<file path="src/rtl/ttsc_pkg.sv">
package ttsc_pkg;

    localparam int SAMPLE_W        = 10;
    localparam int COUNT_W         = 16;
    localparam int OFFSET_W        = 10;
    localparam int OFF_LIMIT       = 1024;
    localparam int STORE_DEPTH_DEF = 1024;
    localparam int QUEUE_DEPTH     = 4;
    localparam int CFG_ADDR_W      = 3;
    localparam int CFG_DATA_W      = 32;

    localparam logic [SAMPLE_W-1:0] TRIGGER_LEVEL_RST = SAMPLE_W'(500);
    localparam logic [COUNT_W-1:0]  POST_END_RST      = COUNT_W'(500);

    // request codes on the input channel
    localparam logic [1:0] REQ_SAMPLE = 2'd0;
    localparam logic [1:0] REQ_READ   = 2'd1;
    localparam logic [1:0] REQ_REARM  = 2'd2;

    // register word index (paddr[2])
    localparam logic REG_TRIGGER_LEVEL = 1'b0;
    localparam logic REG_POST_END      = 1'b1;

    typedef enum logic [1:0] {
        OP_SAMPLE = 2'd0,
        OP_READ   = 2'd1,
        OP_REARM  = 2'd2,
        OP_NONE   = 2'd3
    } t_op;

    typedef struct packed {
        t_op                 op;
        logic [SAMPLE_W-1:0] sample;
        logic [OFFSET_W-1:0] offset;
    } t_cmd;

    typedef struct packed {
        logic [SAMPLE_W-1:0] trigger_level;
        logic [COUNT_W-1:0]  post_end;
    } t_cfg;

endpackage

</file>
<file path="src/rtl/ttsc_queue.sv">
module ttsc_queue (
    input  logic           i_clk,
    input  logic           i_rst_n,
    input  logic           i_push_valid,
    output logic           o_push_ready,
    input  ttsc_pkg::t_cmd i_push,
    output logic           o_pop_valid,
    input  logic           i_pop_ready,
    output ttsc_pkg::t_cmd o_pop
);

    localparam int PW = $clog2(ttsc_pkg::QUEUE_DEPTH);
    localparam int CW = $clog2(ttsc_pkg::QUEUE_DEPTH + 1);

    ttsc_pkg::t_cmd r_slot [ttsc_pkg::QUEUE_DEPTH];
    logic [PW-1:0]  r_wr_ptr, n_wr_ptr;
    logic [PW-1:0]  r_rd_ptr, n_rd_ptr;
    logic [CW-1:0]  r_count, n_count;
    logic           push, pop;

    assign o_push_ready = (r_count != CW'(ttsc_pkg::QUEUE_DEPTH));
    assign o_pop_valid  = (r_count != '0);
    assign o_pop        = r_slot[r_rd_ptr];

    assign push = i_push_valid && o_push_ready;
    assign pop  = o_pop_valid && i_pop_ready;

    always_comb begin
        n_wr_ptr = push ? PW'(r_wr_ptr + 1'b1) : r_wr_ptr;
        n_rd_ptr = pop  ? PW'(r_rd_ptr + 1'b1) : r_rd_ptr;
        n_count  = r_count;
        if (push && !pop) begin
            n_count = CW'(r_count + 1'b1);
        end else if (pop && !push) begin
            n_count = CW'(r_count - 1'b1);
        end
    end

    always_ff @(posedge i_clk) begin
        if (!i_rst_n) begin
            r_wr_ptr <= '0;
            r_rd_ptr <= '0;
            r_count  <= '0;
        end else begin
            r_wr_ptr <= n_wr_ptr;
            r_rd_ptr <= n_rd_ptr;
            r_count  <= n_count;
        end
    end

    always_ff @(posedge i_clk) begin
        if (push) begin
            r_slot[r_wr_ptr] <= i_push;
        end
    end

endmodule

</file>
<file path="config.mk">
export PLATFORM = sky130hd
export DESIGN_NAME = ttsc_queue
export DESIGN_NICKNAME = d
export VERILOG_FILES = /design/src/rtl/ttsc_pkg.sv /design/src/rtl/ttsc_queue.sv
export SDC_FILE = /design/constraint.sdc
export NUM_CORES = 1
export LEC_CHECK = 0
export BUFFER_PORTS_ARGS = -buffer_cell sky130_fd_sc_hd__buf_2
export CORE_ASPECT_RATIO = 1.25
export CORE_UTILIZATION = 45
export CTS_CLUSTER_DIAMETER = 120
export DETAILED_ROUTE_END_ITERATION = 6
export GPL_ROUTABILITY_DRIVEN = 1
export GPL_TIMING_DRIVEN = 0
export MAX_ROUTING_LAYER = met4
export SLEW_MARGIN = 5
export SYNTH_ARGS = -nofsm -noshare
export SYNTH_HDL_FRONTEND = slang
export SYNTH_SLANG_ARGS = --single-unit
</file>
<file path="constraint.sdc">
create_clock -name i_clk -period 2.9 [get_ports i_clk]
set_clock_uncertainty 0.05 [all_clocks]
set_input_delay 0.58 -clock i_clk [delete_from_list [all_inputs] [get_ports i_clk]]
set_output_delay 0.58 -clock i_clk [all_outputs]
set_load 0.02 [all_outputs]
</file>
==> qor.csv, run 1 <==
stage,metric,value,unit
synth,Cells after Synth,162,
critical_path,R2R Setup Slk,0.54,ns
drt,DRT iter0 DRCs,137,
cells_and_area,layout cells sized above 1,39.82,%
synth,"Async S/R FF share, synth",0,%
drt,Post-DRT Antenna Nets,0,
critical_path,Critical Path AT,1.74,ns
drt,vias per inst,5.358,
timing,fin. max-slew vios,0,
synth,sequential area share after synthesis,76.63,%
cells_and_area,Fillers,603,
clocking,CTS tree,built,
drt,drt drc,0,
status,status,finished clean,
cells_and_area,Sequential Area,2823,um^2
place,GPL Wtd Cong,0.7491,
floorplanning,io pins,50,
synth,synthesized area,3684,um^2
timing,Worst Max-Slew Pin Slew,1.216,ns
cells_and_area,"Area growth, synth to finish",14.44,%
timing,Max transition margin,18.96,%
clocking,CTS H-tree depth,3,
floorplanning,Core ar.,7883,um^2
timing,Final min period,2.371,ns
synth,synthesized flop and latch total,97,
timing,Final Cycle Share,81.76,%
critical_path,WS Path Type,flop to output pin,
floorplanning,Die X,82.92,um
cells_and_area,Antenna diodes,0,
synth,"area leader, netlist",edfxtp_1,
floorplanning,Initial Utilization,46.73,%
global_routing,grt ovf,0,
synth,Mapped Avg Cell Area,22.74,um^2
power,leakage power,1.435,nW
power,P per Cell Area,856.3,nW/um^2
critical_path,WP data required,2.27,ns
job,Max-cap violations,0,
power,Total Power,3.609,mW
critical_path,crit-path max FO,10,
clocking,Post-CTS Setup Repair Bufs,0,
synth,synth top area cells,"edfxtp_1 (72%), mux4_2 (12%), dfxtp_1 (4.9%)",
clocking,# resized after CTS,0,
global_routing,global-route wire length before repair,9294,um
timing,max frequency,0.4218,GHz
critical_path,crit path launch type,flop,
drt,routed vias,1720,
drt,final wirelength,6016,um
global_routing,largest net degree at the start of global routing,23,
place,DP Wirelength,3748,um
timing,setup_tns,0,ns
synth,top_reg_cell synth,edfxtp_1,
clocking,CTS buffer count,9,
synth,Synth Warn #,0,
synth,Syn Nets,194,
power,VDD IR max,0.4530,mV
global_routing,antenna violations before repair,0,
cells_and_area,# nets final,253,
drt,drt first pass iters,4,
synth,top-area cell type share of the netlist area,71.74,%
drt,wire length per cell,18.74,um
clocking,Longest Clk Path Bufs,2,
hold_path,Tightest Hold Check Type,primary input to flop,
floorplanning,die area,8554,um^2
clocking,TritonCTS Sinks,97,
synth,leading cell type by number of instances after synthesis,edfxtp_1,
synth,top cell types by occurrence after synthesis,"edfxtp_1 (88), mux4_2 (20), dfxtp_1 (9), and2_1 (8)",
timing,unrepaired setup endpoints after global routing,false,
clocking,CTS Hold Buffers Added,0,
global_routing,vias in the first global route,1849,
critical_path,CP endpoint kind,output pin,
cells_and_area,area of the multi-input gates,813.3,um^2
floorplanning,Row Count,36,
place,IO Port Bufs,48,
timing,final setup fails,0,
timing,Final Hold Viols,0,
clocking,Worst-Skew Late Latency,0.35,ns
clocking,"Clk pin slew, worst setup/hold paths",0.10,ns
synth,Post-synth EDFFs,88,
global_routing,Overall Global Routing Usage,15.37,%
synth,Yosys cell types,23,
floorplanning,chip height,103.2,um
clocking,CTS Root Cell,clkbuf_8,
[layer usage]
metal / track usage, % / part of all wire, % / vias to the layer above
li1: - / - / 777
met1: 16.93 / 41 / 879
met2: 26.42 / 53 / 51
met3: 3.203 / 3.9 / 13
met4: 8.488 / 2.4 / 0
met5: - / 0 / -
[flip-flops by register name, indices dropped and copies added, names as in the netlist, named ones only]
signal	count
r_count	3
r_rd_ptr	2
r_slot	88
r_wr_ptr	2
[worst max-delay path, stage by stage, from the launching register on]
cell	delay, ns
dfxtp_1	0.45
buf_6	0.23
mux4_2	0.53
buf_2	0.18
[worst paths after layout]
kind,startpoint,to,cells after the start
min,i_push[11],r_slot[1][11],1
max,flop,o_pop[16],3
max reg2reg,r_count[0],r_count[2],8
min reg2reg,r_wr_ptr[0],r_wr_ptr[0],2
[cells by family (layout without fill, tap and decap cells)]
group	count (synthesis)	in the layout	synth area share [%]
adder cells (fa/ha/maj)	6	6	2.242
XOR/XNOR	4	4	0.9513
AO/OA/AOI/OAI	5	5	1.868
multiplexers	25	25	14.47
buffers and inverters	8	72	1.291
AND/OR/NAND/NOR	17	17	2.548
flip-flops	97	97	76.63
[per-stage QoR]
stage / std cells / worst slack [ns] / util (%) / hold WS [ns] / instance area [um^2]
floorplan: 162 / 0.8041 / - / 0.4177 / 3684
global route: 321 / 0.4027 / 53.48 / 0.3733 / 4215
detailed placement: 305 / 0.4981 / 51.29 / 0.4603 / 4043
CTS: 321 / 0.4900 / 53.48 / 0.3695 / 4215
global placement: 305 / 0.5684 / 51.29 / 0.4290 / 4043
finish: 321 / 0.5290 / 53.48 / 0.3863 / 4215
[power by group]
group,leakage (nW),switching [mW],total [mW],internal (mW)
Clock,0.0801,0.459,0.778,0.319
Combinational,0.474,0.573,1.04,0.465
Sequential,0.881,0.0893,1.79,1.71
[area by class of cell]
type	instances	share of cell area, %
multi-input cells	57	19.29
clock buffers	11	3.117
repair buffers	48	5.699
plain buffers	5	0.8608
flip-flops and latches	97	66.96
clock inverters	5	0.9795
well taps	95	2.820
inverters	3	0.2671
[cells in the final DEF (no fill, tap or decap), types with 3 or more instances in the layout]
master    instances
xnor2_1           3
edfxtp_1         88
clkbuf_8          9
dfxtp_1           9
mux4_2           20
mux2i_1           3
clkbuf_1          3
nand2_1           5
and2_1            8
ha_1              5
inv_1             3
buf_2            50
(Power assumes the default switching activity.)
==> run 2: changes to the inputs <==
--- a/config.mk
+++ b/config.mk
@@ -5,6 +5,7 @@
 export SDC_FILE = /design/constraint.sdc
 export NUM_CORES = 1
 export LEC_CHECK = 0
+export ABC_AREA = 1
 export BUFFER_PORTS_ARGS = -buffer_cell sky130_fd_sc_hd__buf_2
 export CORE_ASPECT_RATIO = 1.25
 export CORE_UTILIZATION = 45
==> constraint.sdc (replaced) <==
create_clock -name i_clk -period 2.46 [get_ports i_clk]
set_clock_uncertainty 0.05 [all_clocks]
set_input_delay 0.492 -clock i_clk [delete_from_list [all_inputs] [get_ports i_clk]]
set_output_delay 0.492 -clock i_clk [all_outputs]
set_load 0.02 [all_outputs]
==> qor.csv, run 2 <==
stage,metric,value,unit,change
status,failing checks,DRC,,
critical_path,crit path launch type,flop,,
power,leakage power,1.631,nW,+14%
synth,leading cell type by number of instances after synthesis,edfxtp_1,,
critical_path,WP data required,1.92,ns,-0.35 ns
cells_and_area,"commonest non-fill, non-tap cells in the layout","edfxtp_1 (88), nor2_1 (53), buf_2 (53)",,
cells_and_area,# nets final,377,,+49%
clocking,CTS H-tree depth,3,,unchanged
drt,drt first pass iters,6,,+2
hold_path,Tightest Hold Check Type,primary input to flop,,
cells_and_area,Antenna diodes,0,,unchanged
synth,Yosys cell types,22,,-4.3%
floorplanning,Row Count,37,,+2.8%
timing,setup_tns,0,ns,unchanged
synth,sequential area share after synthesis,73.99,%,-2.6 points
synth,top_reg_cell synth,edfxtp_1,,
critical_path,CP Cell Sequence,buf_2 > o21ai_0 > o22ai_1 > buf_2,,
drt,Post-DRT Antenna Nets,0,,unchanged
cells_and_area,number of standard cells in the final layout excluding fillers,447,,+39%
floorplanning,die area,8852,um^2,+3.5%
place,# placed instances,431,,+41%
drt,drt drc,13,,+13
clocking,TritonCTS Sinks,97,,unchanged
synth,post-synthesis mux area share,0,%,-14 points
critical_path,R2R Setup Slk,0.53,ns,about the same
synth,synthesized area,3815,um^2,+3.6%
floorplanning,io pins,50,,unchanged
synth,synthesized flop and latch total,97,,unchanged
cells_and_area,layout cells sized above 1,27.14,%,-13 points
drt,wire length per cell,16.04,um,-14%
global_routing,vias in the first global route,2260,,+22%
synth,Synth Area in Compound Gates,9.905,%,+8.0 points
timing,max frequency,0.4727,GHz,
synth,top cell types by occurrence after synthesis,"edfxtp_1 (88), nor2_1 (57), o21ai_0 (25), o22ai_1 (22), o21ai_1 (20)",,
critical_path,FF-to-FF Start,r_count[0],,
timing,Worst Max-Slew Pin Slew,0.8610,ns,-0.3545 ns
synth,Post-synth EDFFs,88,,unchanged
critical_path,Worst Setup EP,o_pop[19],,
global_routing,antenna violations before repair,0,,unchanged
cells_and_area,"most common cell after layout, fill and taps aside",edfxtp_1,,
clocking,CTS tree,built,,
place,GPL Wtd Cong,0.6727,,-10%
clocking,# resized after CTS,0,,unchanged
job,Max-cap violations,0,,unchanged
status,status,"complete, but fails checks",,
drt,routed vias,2298,,+34%
synth,top-area cell type share of the netlist area,69.27,%,-2.5 points
floorplanning,Core ar.,8240,um^2,+4.5%
synth,area share of xor/xnor cells in the synthesized design,0.2296,%,-0.72 points
synth,"Async S/R FF share, synth",0,%,unchanged
synth,Mapped Avg Cell Area,13.58,um^2,-40%
power,P per Cell Area,1004,nW/um^2,+17%
place,IO Port Bufs,49,,+2.1%
synth,area share of fa/ha/maj cells after synthesis,2.165,%,-0.077 points
critical_path,crit-path max FO,10,,unchanged
critical_path,CP peak stage delay,0.42,ns,-0.11 ns
synth,synth top area cells,"edfxtp_1 (69%), nor2_1 (5.6%), dfxtp_1 (4.7%)",,
timing,Final min period,2.115,ns,
global_routing,global-route wire length before repair,11400,um,+23%
clocking,"Clk pin slew, worst setup/hold paths",0.09,ns,about the same
critical_path,WS Path Type,flop to output pin,,
synth,Syn Nets,313,,+61%
critical_path,Critical Path AT,1.57,ns,-0.17 ns
synth,Cells after Synth,281,,+73%
global_routing,largest net degree at the start of global routing,18,,-22%
drt,vias per inst,5.141,,-4.1%
synth,"area leader, netlist",edfxtp_1,,
floorplanning,chip height,104.9,um,+1.7%
cells_and_area,max FFs per register,88,,unchanged
hold_path,Worst Hold Depth,1,,unchanged
critical_path,CP dominant cell by count,buf_2,,
power,VDD IR max,0.4494,mV,-0.78%
clocking,Worst-Skew Late Latency,0.35,ns,about the same
clocking,CTS Root Cell,clkbuf_8,,
cells_and_area,Fillers,721,,+20%
place,DP Wirelength,4774,um,+27%
critical_path,CP endpoint kind,output pin,,
synth,main combinational cell family by area after synthesis,compound AO/OA/AOI/OAI gates,,
timing,final setup fails,0,,unchanged
global_routing,grt ovf,0,,unchanged
clocking,CTS Hold Buffers Added,0,,unchanged
timing,fin. max-slew vios,0,,unchanged
clocking,CTS buffer count,9,,unchanged
critical_path,FF-to-FF End,r_slot[1][4],,
timing,Final Hold Viols,0,,unchanged
drt,final wirelength,7168,um,+19%
drt,DRT iter0 DRCs,111,,-19%
cells_and_area,Largest Register,r_slot,,
timing,Final Cycle Share,85.99,%,
cells_and_area,Final Core Density,54.01,%,+0.53 points
timing,hold slack,0.2956,ns,-0.09072 ns
floorplanning,Die X,84.36,um,+1.7%
timing,unrepaired setup endpoints after global routing,false,,
floorplanning,Initial Utilization,46.30,%,-0.43 points
synth,Synth Warn #,0,,unchanged
critical_path,CP max stage cell,dfxtp_1,,
cells_and_area,top flop regs,"r_slot (88), r_count (3)",,
clocking,Post-CTS Setup Repair Bufs,0,,unchanged
cells_and_area,"Area growth, synth to finish",16.66,%,
global_routing,Overall Global Routing Usage,18.15,%,+2.8 points
clocking,Longest Clk Path Bufs,2,,unchanged
synth,post-synthesis simple-gate area fraction,8.954,%,+6.4 points
timing,Max transition margin,42.54,%,+24 points
critical_path,reg2reg path depth,5,,-3
-- run 2: cell count changes after synthesis, moves of 5 or more --
cell / delta
and2_1: -8
buf_6: +5
inv_1: +10
mux4_2: -20
nand2_1: +5
nor2_1: +57
o21ai_0: +24
o21ai_1: +20
o22ai_1: +22
-- run 2: kinds of logic (layout without fill, tap and decap cells) --
kind of cell,count (synthesis),after routing
AND/OR/NAND/NOR,78,78
adder cells (fa/ha/maj),6,6
flip-flops,97,97
buffers and inverters,29,98
AO/OA/AOI/OAI,70,70
XOR/XNOR,1,1
-- run 2: power breakdown --
group	internal [mW]	switching, mW	total (mW)
Sequential	2.01	0.0754	2.08
Clock	0.374	0.545	0.919
Combinational	0.518	0.948	1.47
-- run 2: final cells by class --
type	count	area (um^2)	area share, %
inverter	16	67.56	1.518
clock inverter	7	53.80	1.209
multi-input combinational	155	820.8	18.44
buffer	13	113.9	2.558
sequential	97	2823	63.42
timing repair buffer	53	326.6	7.338
tap	97	121.4	2.727
clock buffer	9	123.9	2.783
-- run 2: critical path: cells and delay by family (launching register included) --
kind / cells / cell delay [ns]
buffers and inverters: 2 / 0.46
AOI/OAI and AO/OA: 2 / 0.34
DFF: 1 / 0.42
-- run 2: per-layer routing --
layer	vias up	track usage, %	share of wire (%)
met5	-	-	0
li1	1145	-	-
met3	8	4.028	4.6
met4	0	7.264	1.6
met1	1090	21.08	40
met2	55	30.68	53
-- run 2: per-stage QoR --
step	instance area, um^2	total power [mW]	setup WS, ns
6_report	4451	4.466	0.3445
3_3_place_gp	4182	3.540	-0.3843
2_1_floorplan	3815	3.098	0.3979
3_5_place_dp	4273	3.606	0.4500
5_1_grt	4451	4.729	0.2328
4_1_cts	4451	4.533	0.3193
-- run 2: worst min-delay path by stage --
| stage | end | slack [ns] | from |
|---|---|---|---|
| after floorplan | flop | 0.41 | r_rd_ptr[1] |
| after global placement | r_rd_ptr[0] | 0.43 | r_rd_ptr[0] |
| after detailed placement | r_rd_ptr[1] | 0.44 | r_rd_ptr[1] |
| after CTS | r_slot[2][8] | 0.28 | i_push[8] |
| after global routing | r_slot[3][10] | 0.28 | i_push[10] |
| final | r_slot[0][10] | 0.30 | i_push[10] |
==> run 3: changes to the inputs <==
--- a/config.mk
+++ b/config.mk
@@ -7,7 +7,7 @@
 export LEC_CHECK = 0
 export ABC_AREA = 1
 export BUFFER_PORTS_ARGS = -buffer_cell sky130_fd_sc_hd__buf_2
-export CORE_ASPECT_RATIO = 1.25
+export CORE_ASPECT_RATIO = 2
 export CORE_UTILIZATION = 45
 export CTS_CLUSTER_DIAMETER = 120
 export DETAILED_ROUTE_END_ITERATION = 6
==> qor.csv, run 3 (synthesis results as in run 2) <==
stage,metric,value,unit,change
place,GPL Wtd Cong,0.7277,,+8.2%
timing,Final Hold Viols,0,,unchanged
critical_path,crit-path max FO,10,,unchanged
place,DP Wirelength,5116,um,+7.2%
cells_and_area,"Area growth, synth to finish",20.66,%,
cells_and_area,number of standard cells in the final layout excluding fillers,448,,+0.22%
clocking,CTS buffer count,9,,unchanged
drt,drt drc,0,,-13
place,Place WS,0.5583,ns,+0.1083 ns
floorplanning,die area,8872,um^2,+0.22%
cells_and_area,"Design Area, Final",4603,um^2,+3.4%
timing,setup_tns,0,ns,unchanged
floorplanning,io pins,50,,unchanged
place,# placed instances,432,,+0.23%
cells_and_area,Largest Register,r_slot,,
global_routing,largest net degree at the start of global routing,16,,-2
floorplanning,Die X,67.11,um,-20%
critical_path,WS Path Type,flop to output pin,,
clocking,CTS Root Cell,clkbuf_16,,
timing,Worst Max-Slew Pin Slew,0.6600,ns,-0.2010 ns
critical_path,CP dominant cell by count,buf_2,,
floorplanning,chip height,132.2,um,+26%
power,Total Power,5.016,mW,+12%
floorplanning,Initial Utilization,46.34,%,about the same
cells_and_area,Antenna diodes,0,,unchanged
critical_path,crit path launch type,flop,,
power,leakage power,1.700,nW,+4.2%
timing,Max transition margin,55.95,%,+13 points
critical_path,CP Cell Sequence,buf_2 > o21ai_0 > o22ai_1 > buf_2,,
cells_and_area,layout cells sized above 1,26.57,%,-0.57 points
cells_and_area,"most common cell after layout, fill and taps aside",edfxtp_1,,
timing,final worst slack,0.3134,ns,-0.03116 ns
power,part of the power in combinational logic,29.6,%,-3.2 points
timing,Final min period,2.147,ns,+0.03116 ns
global_routing,antenna violations before repair,0,,unchanged
power,Internal,3.419,mW,+18%
power,P per Cell Area,1090,nW/um^2,+8.6%
global_routing,grt ovf,0,,unchanged
power,Switching Power,1.597,mW,+1.8%
global_routing,global-route wire length before repair,11720,um,+2.8%
drt,vias per inst,5.243,,+2.0%
critical_path,CP endpoint kind,output pin,,
power,Reg power frac,41.5,%,-5.1 points
clocking,CTS tree,built,,
timing,hold slack,0.3071,ns,+0.01152 ns
cells_and_area,Final Core Density,55.91,%,+1.9 points
hold_path,Tightest Hold Check Type,primary input to flop,,
cells_and_area,top flop regs,"r_slot (88), r_count (3)",,
timing,fin. max-slew vios,0,,unchanged
timing,unrepaired setup endpoints after global routing,false,,
clocking,TritonCTS Sinks,97,,unchanged
drt,routed vias,2349,,+2.2%
job,Max-cap violations,0,,unchanged
drt,DRT iter0 DRCs,147,,+32%
global_routing,Overall Global Routing Usage,19.74,%,+1.6 points
clocking,Post-CTS Setup Repair Bufs,0,,unchanged
clocking,Worst-Skew Late Latency,0.34,ns,about the same
clocking,CTS H-tree depth,3,,unchanged
timing,Final Cycle Share,87.26,%,+1.3 points
drt,wire length per cell,16.62,um,+3.6%
critical_path,CP peak stage delay,0.42,ns,about the same
power,VDD IR max,0.7489,mV,+67%
clocking,CTS Hold Buffers Added,0,,unchanged
place,Placed Area,4290,um^2,+0.41%
power,switch share,31.84,%,-3.3 points
global_routing,vias in the first global route,2349,,+3.9%
cells_and_area,# nets final,377,,unchanged
clocking,"Clk pin slew, worst setup/hold paths",0.06,ns,-0.03 ns
drt,final wirelength,7444,um,+3.9%
cells_and_area,"commonest non-fill, non-tap cells in the layout","edfxtp_1 (88), nor2_1 (53), buf_2 (53)",,
clocking,# resized after CTS,0,,unchanged
drt,drt first pass iters,4,,-2
critical_path,WP data required,1.92,ns,about the same
timing,final setup fails,0,,unchanged
clocking,Longest Clk Path Bufs,2,,unchanged
cells_and_area,Fillers,701,,-2.8%
floorplanning,Core ar.,8233,um^2,about the same
cells_and_area,max FFs per register,88,,unchanged
status,status,finished clean,,
floorplanning,Row Count,47,,+27%
drt,Post-DRT Antenna Nets,0,,unchanged
critical_path,CP max stage cell,dfxtp_1,,
power,Clk pwr share,28.9,%,+8.3 points
timing,max frequency,0.4658,GHz,-1.5%
place,IO Port Bufs,49,,unchanged
critical_path,Critical Path AT,1.60,ns,+0.03 ns
## run 3: cell types whose count changed in the layout (fill, tap and decap cells not counted)
cell / change
clkbuf_16: +9
clkbuf_8: -9
bufinv_16: +2
clkbuf_1: +2
inv_6: -2
buf_16: +1
buf_6: -1
clkinv_4: -1
clkinvlp_4: -1
## run 3: critical path: cells and delay by family, from the launching register on
| kind | cells | cell delay (ns) |
|---|---|---|
| buffers and inverters | 2 | 0.48 |
| flip-flops | 1 | 0.42 |
| AO/OA/AOI/OAI | 2 | 0.36 |
## run 3: final timing paths
| kind | startpoint | end | slack [ns] | cells after the start |
|---|---|---|---|---|
| setup / recovery | flop | o_pop[20] | 0.31 | 4 |
| hold reg to reg | r_rd_ptr[0] | flop | 0.45 | 2 |
| hold / removal | i_push[9] | r_slot[2][9] | 0.31 | 1 |
| setup reg to reg | r_count[1] | r_count[1] | 0.55 | 9 |
## run 3: metal layers
layer / wire [um] / GRT usage (%)
met1: 2696 / 18.89
met2: 4171 / 33.33
met3: 344 / 5.709
met4: 231 / 11.70
met5: 0 / -
## run 3: cell type report
| type | instances | area [um^2] | area share (%) |
|---|---|---|---|
| timing repair buffer | 53 | 342.8 | 7.448 |
| sequential | 97 | 2823 | 61.32 |
| inverter | 16 | 67.56 | 1.468 |
| multi-input combinational | 155 | 820.8 | 17.83 |
| clock buffer | 11 | 232.7 | 5.056 |
| clock inverter | 5 | 80.08 | 1.740 |
| tap | 98 | 122.6 | 2.664 |
| buffer | 13 | 113.9 | 2.473 |
## run 3: power by group through the flow
stage          Sequential, mW  Combinational, mW  Clock (mW)
5_1_grt                  2.10               1.63        1.52
6_report                 2.08               1.48        1.45
2_1_floorplan            2.11              0.989           0
4_1_cts                  2.08               1.51        1.47
3_3_place_gp             2.12               1.43           0
3_5_place_dp             2.12               1.50           0
